===== src/rtl/stu_pkg.sv =====
// stu_pkg: shared types, character codes and digit decode for the string to
// unsigned parser and its checker
// no dependencies
package stu_pkg;

    localparam int unsigned VALUE_BITS_DEF = 32;

    localparam int unsigned CH_W     = 8;
    localparam int unsigned RADIX_W  = 6;
    localparam int unsigned RESULT_W = 32;
    localparam int unsigned OFFSET_W = 16;

    localparam logic [RADIX_W-1:0] RADIX_RESET = 6'd10;
    localparam logic [RADIX_W-1:0] BASE_AUTO   = 6'd0;
    localparam logic [RADIX_W-1:0] BASE_MIN    = 6'd2;
    localparam logic [RADIX_W-1:0] BASE_OCT    = 6'd8;
    localparam logic [RADIX_W-1:0] BASE_DEC    = 6'd10;
    localparam logic [RADIX_W-1:0] BASE_HEX    = 6'd16;
    localparam logic [RADIX_W-1:0] BASE_MAX    = 6'd36;
    localparam logic [RADIX_W-1:0] DIGIT_NONE  = 6'd63;

    localparam logic [CH_W-1:0] CH_NUL   = 8'h00;
    localparam logic [CH_W-1:0] CH_TAB   = 8'h09;
    localparam logic [CH_W-1:0] CH_SPACE = 8'h20;
    localparam logic [CH_W-1:0] CH_PLUS  = 8'h2B;
    localparam logic [CH_W-1:0] CH_MINUS = 8'h2D;
    localparam logic [CH_W-1:0] CH_ZERO  = 8'h30;
    localparam logic [CH_W-1:0] CH_NINE  = 8'h39;
    localparam logic [CH_W-1:0] CH_UP_A  = 8'h41;
    localparam logic [CH_W-1:0] CH_UP_X  = 8'h58;
    localparam logic [CH_W-1:0] CH_UP_Z  = 8'h5A;
    localparam logic [CH_W-1:0] CH_LO_A  = 8'h61;
    localparam logic [CH_W-1:0] CH_LO_X  = 8'h78;
    localparam logic [CH_W-1:0] CH_LO_Z  = 8'h7A;

    typedef struct packed {
        logic [CH_W-1:0] ch;
        logic            first;
    } t_in_word;

    typedef struct packed {
        logic [RESULT_W-1:0] result;
        logic [OFFSET_W-1:0] end_offset;
        logic                done_res;
    } t_out_word;

    // digit value of a character, DIGIT_NONE when it is no digit at all
    function automatic logic [RADIX_W-1:0] digit_value(input logic [CH_W-1:0] c);
        logic [CH_W-1:0] d;
        begin
            d = CH_W'(DIGIT_NONE);
            if (c >= CH_ZERO && c <= CH_NINE) begin
                d = c - CH_ZERO;
            end else if (c >= CH_UP_A && c <= CH_UP_Z) begin
                d = c - CH_UP_A + 8'd10;
            end else if (c >= CH_LO_A && c <= CH_LO_Z) begin
                d = c - CH_LO_A + 8'd10;
            end
            return d[RADIX_W-1:0];
        end
    endfunction

endpackage


===== src/rtl/string_to_unsigned_parser_top.sv =====
// string_to_unsigned_parser_top: strtoul style parser, one character a word
// depends on stu_pkg
// a result word is registered in the cycle after its character is accepted
// throughput: one character per cycle, one multiply-add by the base per word
// input stalls only while the output register is full and stalled
// reset: synchronous, active low; clears parse state and output valid, radix = 10
module string_to_unsigned_parser_top
    import stu_pkg::*;
#(
    parameter int unsigned VALUE_BITS = VALUE_BITS_DEF
) (
    input  logic                i_clk,
    input  logic                i_rst_n,
    input  logic                i_cfg_we,
    input  logic [RADIX_W-1:0]  i_cfg_data,
    input  logic                i_in_valid,
    output logic                o_in_stall,
    input  t_in_word            i_in_word,
    output logic                o_out_valid,
    input  logic                i_out_stall,
    output t_out_word           o_out_word
);

    typedef enum logic [2:0] {
        PH_BLANK   = 3'd0,
        PH_BASE    = 3'd1,
        PH_HEXZERO = 3'd2,
        PH_AUTOZ   = 3'd3,
        PH_DIGITS  = 3'd4,
        PH_DONE    = 3'd5
    } t_phase;

    localparam int unsigned PROD_W = VALUE_BITS + RADIX_W;

    logic [RADIX_W-1:0]    r_radix;
    t_phase                r_phase,  n_phase;
    logic                  r_neg,    n_neg;
    logic [VALUE_BITS-1:0] r_acc,    n_acc;
    logic [RADIX_W-1:0]    r_base,   n_base;
    logic [OFFSET_W-1:0]   r_cnt,    n_cnt;
    logic                  r_out_valid;
    t_out_word             r_out_word, n_out_word;

    t_phase                e_phase;
    logic                  e_neg;
    logic [VALUE_BITS-1:0] e_acc;
    logic [RADIX_W-1:0]    e_base;
    logic [OFFSET_W-1:0]   e_cnt;

    logic                  in_acc;
    logic                  out_acc;
    logic [CH_W-1:0]       c;
    logic                  c_is_x;
    logic [RADIX_W-1:0]    cfg_base;
    logic [RADIX_W-1:0]    sel_base;
    logic [RADIX_W-1:0]    digit;
    logic                  pick;
    logic                  do_digit;
    logic                  count;
    logic [PROD_W-1:0]     prod;
    logic [VALUE_BITS-1:0] signed_val;
    logic [63:0]           val_ext;

    assign out_acc    = r_out_valid && !i_out_stall;
    assign o_in_stall = r_out_valid && i_out_stall;
    assign in_acc     = i_in_valid && !o_in_stall;

    assign c      = i_in_word.ch;
    assign c_is_x = (c == CH_LO_X) || (c == CH_UP_X);
    assign digit  = digit_value(c);

    assign cfg_base = (r_radix < BASE_MIN || r_radix > BASE_MAX) ? BASE_DEC : r_radix;

    // a first word clears the state before its character is handled
    assign e_phase = i_in_word.first ? PH_BLANK : r_phase;
    assign e_neg   = i_in_word.first ? 1'b0 : r_neg;
    assign e_acc   = i_in_word.first ? '0 : r_acc;
    assign e_base  = i_in_word.first ? BASE_DEC : r_base;
    assign e_cnt   = i_in_word.first ? '0 : r_cnt;

    assign prod = e_acc * sel_base;

    always_comb begin
        n_phase  = e_phase;
        n_neg    = e_neg;
        n_base   = e_base;
        n_acc    = e_acc;
        sel_base = e_base;
        pick     = 1'b0;
        do_digit = 1'b0;
        count    = 1'b0;

        unique case (e_phase)
            PH_BLANK: begin
                if (c == CH_SPACE || c == CH_TAB) begin
                    count = 1'b1;
                end else if (c == CH_MINUS) begin
                    n_neg   = 1'b1;
                    count   = 1'b1;
                    n_phase = PH_BASE;
                end else if (c == CH_PLUS) begin
                    count   = 1'b1;
                    n_phase = PH_BASE;
                end else begin
                    pick = 1'b1;
                end
            end
            PH_BASE: begin
                pick = 1'b1;
            end
            PH_HEXZERO: begin
                if (c_is_x) begin
                    count   = 1'b1;
                    n_phase = PH_DIGITS;
                end else begin
                    do_digit = 1'b1;
                end
            end
            PH_AUTOZ: begin
                if (c_is_x) begin
                    n_base  = BASE_HEX;
                    count   = 1'b1;
                    n_phase = PH_DIGITS;
                end else begin
                    n_base   = BASE_OCT;
                    sel_base = BASE_OCT;
                    do_digit = 1'b1;
                end
            end
            PH_DIGITS: begin
                do_digit = 1'b1;
            end
            PH_DONE: begin
                n_phase = PH_DONE;
            end
            default: begin
                n_phase = PH_DONE;
            end
        endcase

        // base selection from the radix register
        if (pick) begin
            if (r_radix == BASE_HEX) begin
                n_base = BASE_HEX;
                if (c == CH_ZERO) begin
                    count   = 1'b1;
                    n_phase = PH_HEXZERO;
                end else begin
                    sel_base = BASE_HEX;
                    do_digit = 1'b1;
                end
            end else if (r_radix == BASE_AUTO) begin
                if (c == CH_ZERO) begin
                    n_base  = BASE_OCT;
                    count   = 1'b1;
                    n_phase = PH_AUTOZ;
                end else begin
                    n_base   = BASE_DEC;
                    sel_base = BASE_DEC;
                    do_digit = 1'b1;
                end
            end else begin
                n_base   = cfg_base;
                sel_base = cfg_base;
                do_digit = 1'b1;
            end
        end

        if (do_digit) begin
            if (digit < sel_base) begin
                n_acc   = prod[VALUE_BITS-1:0] + VALUE_BITS'(digit);
                count   = 1'b1;
                n_phase = PH_DIGITS;
            end else begin
                n_phase = PH_DONE;
            end
        end

        n_cnt = e_cnt;
        if (count && e_cnt != '1) begin
            n_cnt = e_cnt + 1'b1;
        end

        signed_val = n_neg ? (VALUE_BITS'(0) - n_acc) : n_acc;
        val_ext    = 64'(signed_val);

        n_out_word.result     = val_ext[RESULT_W-1:0];
        n_out_word.end_offset = n_cnt;
        n_out_word.done_res   = (n_phase == PH_DONE);
    end

    always_ff @(posedge i_clk) begin
        if (!i_rst_n) begin
            r_radix     <= RADIX_RESET;
            r_phase     <= PH_BLANK;
            r_neg       <= 1'b0;
            r_acc       <= '0;
            r_base      <= BASE_DEC;
            r_cnt       <= '0;
            r_out_valid <= 1'b0;
        end else begin
            if (i_cfg_we) begin
                r_radix <= i_cfg_data;
            end
            if (in_acc) begin
                r_phase     <= n_phase;
                r_neg       <= n_neg;
                r_acc       <= n_acc;
                r_base      <= n_base;
                r_cnt       <= n_cnt;
                r_out_valid <= 1'b1;
            end else if (out_acc) begin
                r_out_valid <= 1'b0;
            end
        end
        if (in_acc) begin
            r_out_word <= n_out_word;
        end
    end

    assign o_out_valid = r_out_valid;
    assign o_out_word  = r_out_word;

endmodule


===== config.mk =====
export PLATFORM = sky130hd
export DESIGN_NAME = string_to_unsigned_parser_top
export DESIGN_NICKNAME = d
export VERILOG_FILES = /design/src/rtl/stu_pkg.sv /design/src/rtl/string_to_unsigned_parser_top.sv
export SDC_FILE = /design/constraint.sdc
export NUM_CORES = 1
export LEC_CHECK = 0
export BUFFER_PORTS_ARGS = -buffer_cell sky130_fd_sc_hd__buf_2
export CAP_MARGIN = 20
export CORE_MARGIN = 2
export CORE_UTILIZATION = 30
export CTS_CLUSTER_SIZE = 16
export DETAILED_ROUTE_END_ITERATION = 16
export GPL_TIMING_DRIVEN = 0
export PLACE_DENSITY = 0.44
export REMOVE_ABC_BUFFERS = 1
export SYNTH_ARGS = -nofsm -noshare
export SYNTH_HDL_FRONTEND = slang
export SYNTH_SLANG_ARGS = --single-unit

===== constraint.sdc =====
create_clock -name i_clk -period 12.3 [get_ports i_clk]
set_clock_uncertainty 0.15 [all_clocks]
set_input_delay 1.845 -clock i_clk [delete_from_list [all_inputs] [get_ports i_clk]]
set_output_delay 1.845 -clock i_clk [all_outputs]
set_load 0.03 [all_outputs]

* After elaboration in Yosys (flattened, before gate mapping) *
Cells that the tools add are included.
Widths: inputs -> output; s select.

operators by class
  $add $sub $neg = 8
  multiply operators = 1
  $lt $le $gt $ge = 9
  eq/ne operators = 14
  multiplexer cells = 64
  reductions and logical operators = 17

operators with widths
  operator               count
  $mux 32                4
  $mux 6                 16
  $mux 3                 11
  $add 32x6->32          1
  $eq 8x6->1 const B     4
  $mul 32x6->32          1
  $mux 16                2
  $sub 1x32->32 const A  1
  $mux 1                 25
  $add 16x1->16 const B  1
  $eq 8x7->1 const B     2
  $ge 8x7->1 const B     2
  $le 8x7->1 const B     2
  $ne 16x16->1 const B   1
  $add 6x4->6 const B    2
  $sub 6x6->6 const B    2
  $pmux 3 s3             1
  $eq 8x4->1 const B     1
  $ge 8x6->1 const B     1
  $le 8x6->1 const B     1
  $logic_and 1x1->1      7
  $eq 3x2->1 const B     2
  $eq 3x3->1 const B     2
  $eq 6x5->1 const B     1
  14 further kinds       20

storage, ports and cells
  register bits after elaboration = 114
  input port bits = 20
  output and inout port bits = 51
  word-level logic and storage cells = 123

* Depth between registers and ports, before layout *
Gate-level depths: netlist of the first run.

  word-level depth = 14
  gate-level depth with buffers = 32
  mapped depth without buffers = 30

* Worst setup path before layout of the first run *
Ideal clock, no wire load.

  path type = input port to flip-flop
  start point = input i_in_word[2] (netlist bit)
  end point = register r_out_word (netlist bit o_out_word[47]) (data pin)
  setup time = 0.261 ns
  arrival time = 8.800 ns
  data required time = 11.889 ns
  setup slack = 3.089 ns
  cell stages on the path = 28
  path buffers = 2
  cell sequence = inv_1 -> ha_1 -> and3_1 -> o21a_1 -> o31ai_2 -> buf_4 -> nand2_4 -> a32o_1 -> clkbuf_1 -> or2_2 -> fa_1 -> fa_1 -> inv_1 -> fa_1 -> inv_1 -> fa_1 -> inv_1 -> ha_1 -> or4_1 -> o211a_1 -> nor4_1 -> a311oi_1 -> or4_1 -> nor4_2 -> nor2_1 -> o41ai_2 -> nand2_1 -> xnor2_1

RTL lines
  item                  line                                  source
  start, declared       string_to_unsigned_parser_top.sv:18   input t_in_word i_in_word,
  end signal, assigned  string_to_unsigned_parser_top.sv:217  r_out_word <= n_out_word;
  end, declared         string_to_unsigned_parser_top.sv:42   t_out_word r_out_word, n_out_word;

==> results of run 1 <==
[final timing paths]
path / startpoint / endpoint / slack, ps / cells past startpoint
setup reg to reg: r_phase[0] / o_out_word[48] / 2960 / 25
hold / removal: r_acc[9] / r_acc[9] / 320 / 2
hold reg to reg: r_acc[9] / r_acc[9] / 320 / 2
setup / recovery: i_in_word[0] / o_out_word[48] / 1140 / 25
[synthesized netlist by cell type (14+ instances only)]
library cell | n | area (um2)
xor2_1 | 31 | 272
nor3_1 | 22 | 110
nand3_1 | 27 | 135
edfxtp_1 | 49 | 1470
buf_2 | 23 | 115
nand2_1 | 133 | 499
xnor2_1 | 42 | 368
fa_1 | 112 | 2240
nand4_1 | 16 | 100
and3_1 | 17 | 106
a21oi_1 | 82 | 410
dfxtp_1 | 65 | 1300
nor2_1 | 255 | 957
inv_1 | 67 | 251
o21ai_0 | 77 | 385
and2_1 | 14 | 87.6
ha_1 | 79 | 988
nor3b_1 | 15 | 113
nor2b_1 | 33 | 206
mux2i_1 | 15 | 150
o211a_1 | 24 | 240
a21o_1 | 15 | 113
clkbuf_1 | 53 | 199
a31oi_1 | 14 | 87.6
[power by group]
| group | internal [mW] | switching [mW] |
|---|---|---|
| Clock | 0.275 | 0.189 |
| Combinational | 0.124 | 0.247 |
| Sequential | 0.422 | 0.0140 |
[flip-flops by register name (all words and copies together) (netlist names)]
| signal | count |
|---|---|
| r_cnt | 16 |
| o_out_word | 49 |
| o_out_valid | 1 |
| r_neg | 1 |
| r_acc | 32 |
| r_phase | 3 |
| r_radix | 6 |
| r_base | 6 |
[cells by family after synthesis]
kind of cell / count (synthesis) / share of synthesized area, %
and+or+nand+nor: 614 / 23.2
AOI/OAI and AO/OA: 342 / 18.2
adders and majority gates: 191 / 25.3
buffers and inverters: 155 / 4.88
DFF: 114 / 21.7
xor gates and xnor gates: 75 / 5.35
muxes: 18 / 1.44
[cell usage in the layout, fill, tap and decap left out, types with 7 or more instances in the layout]
cell type | netlist | routed
nand2_1 | 133 | 132
nand4_1 | 16 | 16
xnor2_1 | 42 | 42
xor2_1 | 31 | 31
nor3_1 | 22 | 22
a21o_1 | 15 | 15
a21boi_0 | 9 | 9
o211ai_1 | 10 | 10
mux2i_1 | 15 | 15
and3_1 | 17 | 17
nand2b_1 | 10 | 10
and4_1 | 9 | 9
o211a_1 | 24 | 24
o21ai_1 | 8 | 7
ha_1 | 79 | 79
and2_1 | 14 | 14
nand3_1 | 27 | 27
a31oi_1 | 14 | 14
inv_1 | 67 | 66
a21oi_1 | 82 | 81
o21a_1 | 13 | 12
o21ai_0 | 77 | 77
buf_2 | 23 | 71
nor2b_1 | 33 | 33
or3_1 | 13 | 13
dfxtp_1 | 65 | 65
or2_2 | 11 | 11
edfxtp_1 | 49 | 49
nor3b_1 | 15 | 15
nor2_1 | 255 | 252
nor4_1 | 8 | 8
a211oi_1 | 10 | 10
fa_1 | 112 | 112
clkbuf_16 | 0 | 17
[layer usage]
layer	GRT usage, %	up-vias	wire [um]	part of all wire, %
met5	0	-	0	0
met4	5.17	0	641	1.7
met2	29.5	207	17800	46
li1	-	5311	-	-
met1	25.0	5488	18600	49
met3	1.74	26	1270	3.3
[final cells by class]
| cell class | count | share of cell area [%] |
|---|---|---|
| clock inverter | 14 | 0.807 |
| sequential | 114 | 19.4 |
| clock buffer | 18 | 3.01 |
| inverter | 68 | 1.83 |
| multi-input combinational | 1240 | 66.4 |
| tap | 539 | 4.73 |
| timing repair buffer | 79 | 3.83 |
[critical path, cell delays in order]
cell	delay (ps)
buf_2	800
nor2_1	280
o31ai_2	850
nand2_4	180
a31oi_4	950
or2_2	270
fa_1	420
fa_1	560
inv_1	60
fa_1	530
inv_1	50
fa_1	530
inv_1	40
ha_1	410
o211ai_1	200
a211oi_1	520
nand2_1	230
nand4_1	140
or3b_1	420
or4_1	500
nor4_2	310
o22a_1	420
nor3b_2	260
o221ai_1	150
xor2_1	190
==> impl_metrics.json, run 1 <==
{
  "cts.root.buffer_cell": "clkbuf_16",
  "first_global_vias": 11172,
  "yosysWarnings": 0,
  "ys_types": 95,
  "fmax_ghz": 0.0896,
  "drt-initial-drc-count": 652,
  "globalRouteOverflowTotal": 0,
  "clock_latency_ps": 440,
  "cts_buffers": 17,
  "arrival_ps": 11180,
  "ant_nets": 0,
  "end_kind": "flip-flop",
  "die_w_um": 211,
  "register_area_um2": 2770,
  "worst_slack_ps": 1140,
  "cp_max_fo": 55,
  "num_io_pins": 71,
  "clockBufferDepth": 2,
  "multi_input_area_um2": 9460,
  "dp.cells": 2040,
  "cp-start-kind": "input pin",
  "hold_violations": 0,
  "worstSetupPathType": "input pin to flip-flop",
  "tns_ps": 0,
  "vias": 11032,
  "fin_crit_sh_pct": 90.7,
  "worstMarginPinSlew_ps": 1110,
  "ys.flop_type": "dfxtp_1",
  "initial_core_util_pct": 30.4,
  "p_per_area_nw_per_um2": 89.2,
  "max_slew_margin_pct": 26.3,
  "portBuffers": 70,
  "final_layout_size_suffix_gt1_share_pct": 10.4,
  "cts_tree": "done",
  "synthToLayoutAreaGrowth_pct": 11.4,
  "wirelength_mm": 38.4,
  "place_area_um2": 13700,
  "place_ws_ps": 806,
  "fin_hold_ws_ps": 316,
  "min_path_type": "flip-flop to flip-flop",
  "synth_area_um2": 12800,
  "status": "completed",
  "antenna_found_initial": 0,
  "grt_pass1_wl_mm": 62.5,
  "rsz0062_at_grt": "false",
  "ir_drop_v": 0.0000784,
  "fin_nets": 1731,
  "syn_inst": 1509,
  "drc": 0,
  "fp.dieH_um": 211,
  "firstDrtPassIters": 5,
  "cts.repair.resized": 0,
  "critPathRequiredTime_ps": 12320,
  "core_um2": 42000,
  "cts_htree_levels": 4,
  "grt_max_degree": 111,
  "instances_no_fill": 2072,
  "synth_edf_count": 49,
  "total_power_mw": 1.27,
  "period_needed_ps": 11160,
  "cts_hold_buf": 0,
  "final_core_util_pct": 33.9,
  "hpwl_mm": 28.7,
  "syn_area_per_cell_um2": 8.48,
  "die_area_um2": 44300,
  "cap_viol_max_count": 0,
  "via_per_inst": 5.32,
  "finalMaxSlewViolations": 0,
  "final_area_um2": 14300,
  "cts_num_sinks": 114,
  "leakagePower_nw": 6.36,
  "wire_per_inst_um": 18.5,
  "ys_ff_latch": 114,
  "synthArstFlopShare_pct": 0,
  "fp-row-count": 75,
  "track_usage_pct": 17.9,
  "seq_area_frac_synth_pct": 21.7,
  "postCtsSetupBuffers": 0,
  "num-fill-cells": 4460,
  "path_clk_slew_ps": 50,
  "setup_viol": 0,
  "n_antenna_cell": 0,
  "gp_congestion": 0.803
}
Note: power is estimated with default switching activity, not from simulation.
==> inputs of run 2 (changes only) <==
--- a/config.mk
+++ b/config.mk
@@ -7,12 +7,14 @@
 export LEC_CHECK = 0
 export BUFFER_PORTS_ARGS = -buffer_cell sky130_fd_sc_hd__buf_2
 export CAP_MARGIN = 20
+export CELL_PAD_IN_SITES_DETAIL_PLACEMENT = 1
+export CELL_PAD_IN_SITES_GLOBAL_PLACEMENT = 1
 export CORE_MARGIN = 2
-export CORE_UTILIZATION = 30
+export CORE_UTILIZATION = 49
 export CTS_CLUSTER_SIZE = 16
 export DETAILED_ROUTE_END_ITERATION = 16
 export GPL_TIMING_DRIVEN = 0
-export PLACE_DENSITY = 0.44
+export PLACE_DENSITY = 0.82
 export REMOVE_ABC_BUFFERS = 1
 export SYNTH_ARGS = -nofsm -noshare
 export SYNTH_HDL_FRONTEND = slang
==> impl_metrics.json, run 2 (same netlist as run 1, synthesis figures left out) <==
{
  "status": "completed",
  "vias": 11648,
  "globalRouteOverflowTotal": 0,
  "worstSetupPathType": "input pin to flip-flop",
  "drc": 0,
  "hold_violations": 0,
  "portBuffers": 70,
  "final_layout_size_suffix_gt1_share_pct": 10.5,
  "fin_hold_ws_ps": 335,
  "firstDrtPassIters": 5,
  "fp-row-count": 59,
  "finalMaxSlewViolations": 0,
  "die_w_um": 166,
  "final_cell_mix": "nor2_1 (252), nand2_1 (132), fa_1 (112), a21oi_1 (81), ha_1 (79)",
  "track_usage_pct": 30.6,
  "min-delay-start": "r_acc[9]",
  "end_kind": "flip-flop",
  "initial_core_util_pct": 49.5,
  "n_antenna_cell": 0,
  "synthToLayoutAreaGrowth_pct": 9.37,
  "gp_congestion": 0.885,
  "setup_viol": 0,
  "startpoint": "i_in_word[0]",
  "cp-start-kind": "input pin",
  "place_ws_ps": 685,
  "cts_htree_levels": 4,
  "rsz0062_at_grt": "false",
  "via_per_inst": 6.24,
  "cts_tree": "done",
  "instances_no_fill": 1866,
  "wl_met2_mm": 19.4,
  "fp.dieH_um": 166,
  "final_core_util_pct": 54.2,
  "cap_viol_max_count": 0,
  "worstReg2RegStart": "r_phase[0]",
  "antenna_found_initial": 0,
  "path_clk_slew_ps": 60,
  "dp.cells": 1834,
  "cts_buffers": 17,
  "grt_pass1_wl_mm": 65.4,
  "clockBufferDepth": 2,
  "fin_crit_sh_pct": 92.4,
  "arrival_ps": 11390,
  "min_path_type": "flip-flop to flip-flop",
  "p_per_area_nw_per_um2": 94.1,
  "total_power_mw": 1.32,
  "clock_latency_ps": 430,
  "highest_layer": "met4",
  "num-fill-cells": 3088,
  "cts_hold_buf": 0,
  "fmax_ghz": 0.0880,
  "hpwl_mm": 29.7,
  "ant_nets": 0,
  "worst_slack_ps": 932,
  "cts.root.buffer_cell": "clkbuf_16",
  "final_area_um2": 14000,
  "postCtsSetupBuffers": 0,
  "max_slew_margin_pct": 21.8,
  "ir_drop_v": 0.0000843,
  "place_area_um2": 13400,
  "leakagePower_nw": 6.36,
  "period_needed_ps": 11370,
  "wl_met3_mm": 2.12,
  "worstMarginPinSlew_ps": 1140,
  "wire_per_inst_um": 21.7,
  "grt_max_degree": 111,
  "cp_max_fo": 55,
  "first_global_vias": 12169,
  "fin_nets": 1729,
  "num_io_pins": 71,
  "cts_num_sinks": 114,
  "layout_commonest_cell": "nor2_1",
  "m1WireLength_mm": 17.6,
  "wirelength_mm": 40.5,
  "largest_reg_flops": 49,
  "drt-initial-drc-count": 937,
  "core_um2": 25800,
  "cts.repair.resized": 0,
  "tns_ps": 0,
  "critPathRequiredTime_ps": 12320,
  "die_area_um2": 27400
}
==> run 2: cell count changes in the layout (fill, tap and decap cells not counted), moves of 2 or more <==
cell,before,now
clkinv_2,3,0
clkinv_4,1,4
inv_8,0,3
buf_12,4,2
clkinv_1,2,0
clkinvlp_4,6,4
==> run 2: worst max-delay path: stages <==
cell,delay [ps]
buf_2,790
nor2_1,280
o31ai_2,840
nand2_4,180
and3_4,280
nor2_4,710
nor2_1,170
fa_1,560
inv_1,50
fa_1,470
inv_1,70
fa_1,540
inv_1,60
fa_1,530
inv_1,50
ha_1,420
o211ai_1,210
a211oi_1,550
nand2_1,280
nand4_1,170
or3b_1,450
or4_1,510
nor4_2,320
o22a_1,400
nor3b_2,280
o221ai_1,170
xor2_1,180
==> run 2: final timing paths <==
kind | endpoint | slack [ps] | cells after the start
worst max-delay path | o_out_word[48] | 930 | 27
worst min-delay path | r_acc[9] | 330 | 2
worst max register to register | o_out_word[48] | 2740 | 27
worst min register to register | r_acc[9] | 330 | 2
==> run 2: report_power, final <==
group          total (mW)  switching [mW]  internal (mW)
registers           0.438          0.0157          0.422
logic               0.379           0.254          0.125
clock network       0.501           0.211          0.290
==> run 2: layout make-up <==
cell class / instances / area, um2 / area share, %
Clock buffer: 18 / 439 / 3.14
Clock inverter: 14 / 146 / 1.05
Inverter: 68 / 260 / 1.86
Multi-Input combinational cell: 1240 / 9440 / 67.5
Sequential cell: 114 / 2770 / 19.8
Tap cell: 335 / 419 / 3.00
Timing Repair Buffer: 77 / 515 / 3.68
==> run 2: metal layers <==
metal / vias up / global-route usage (%)
met5: - / 0
met4: 0 / 12.0
met3: 93 / 4.67
met2: 353 / 51.1
met1: 5904 / 40.0
li1: 5298 / -
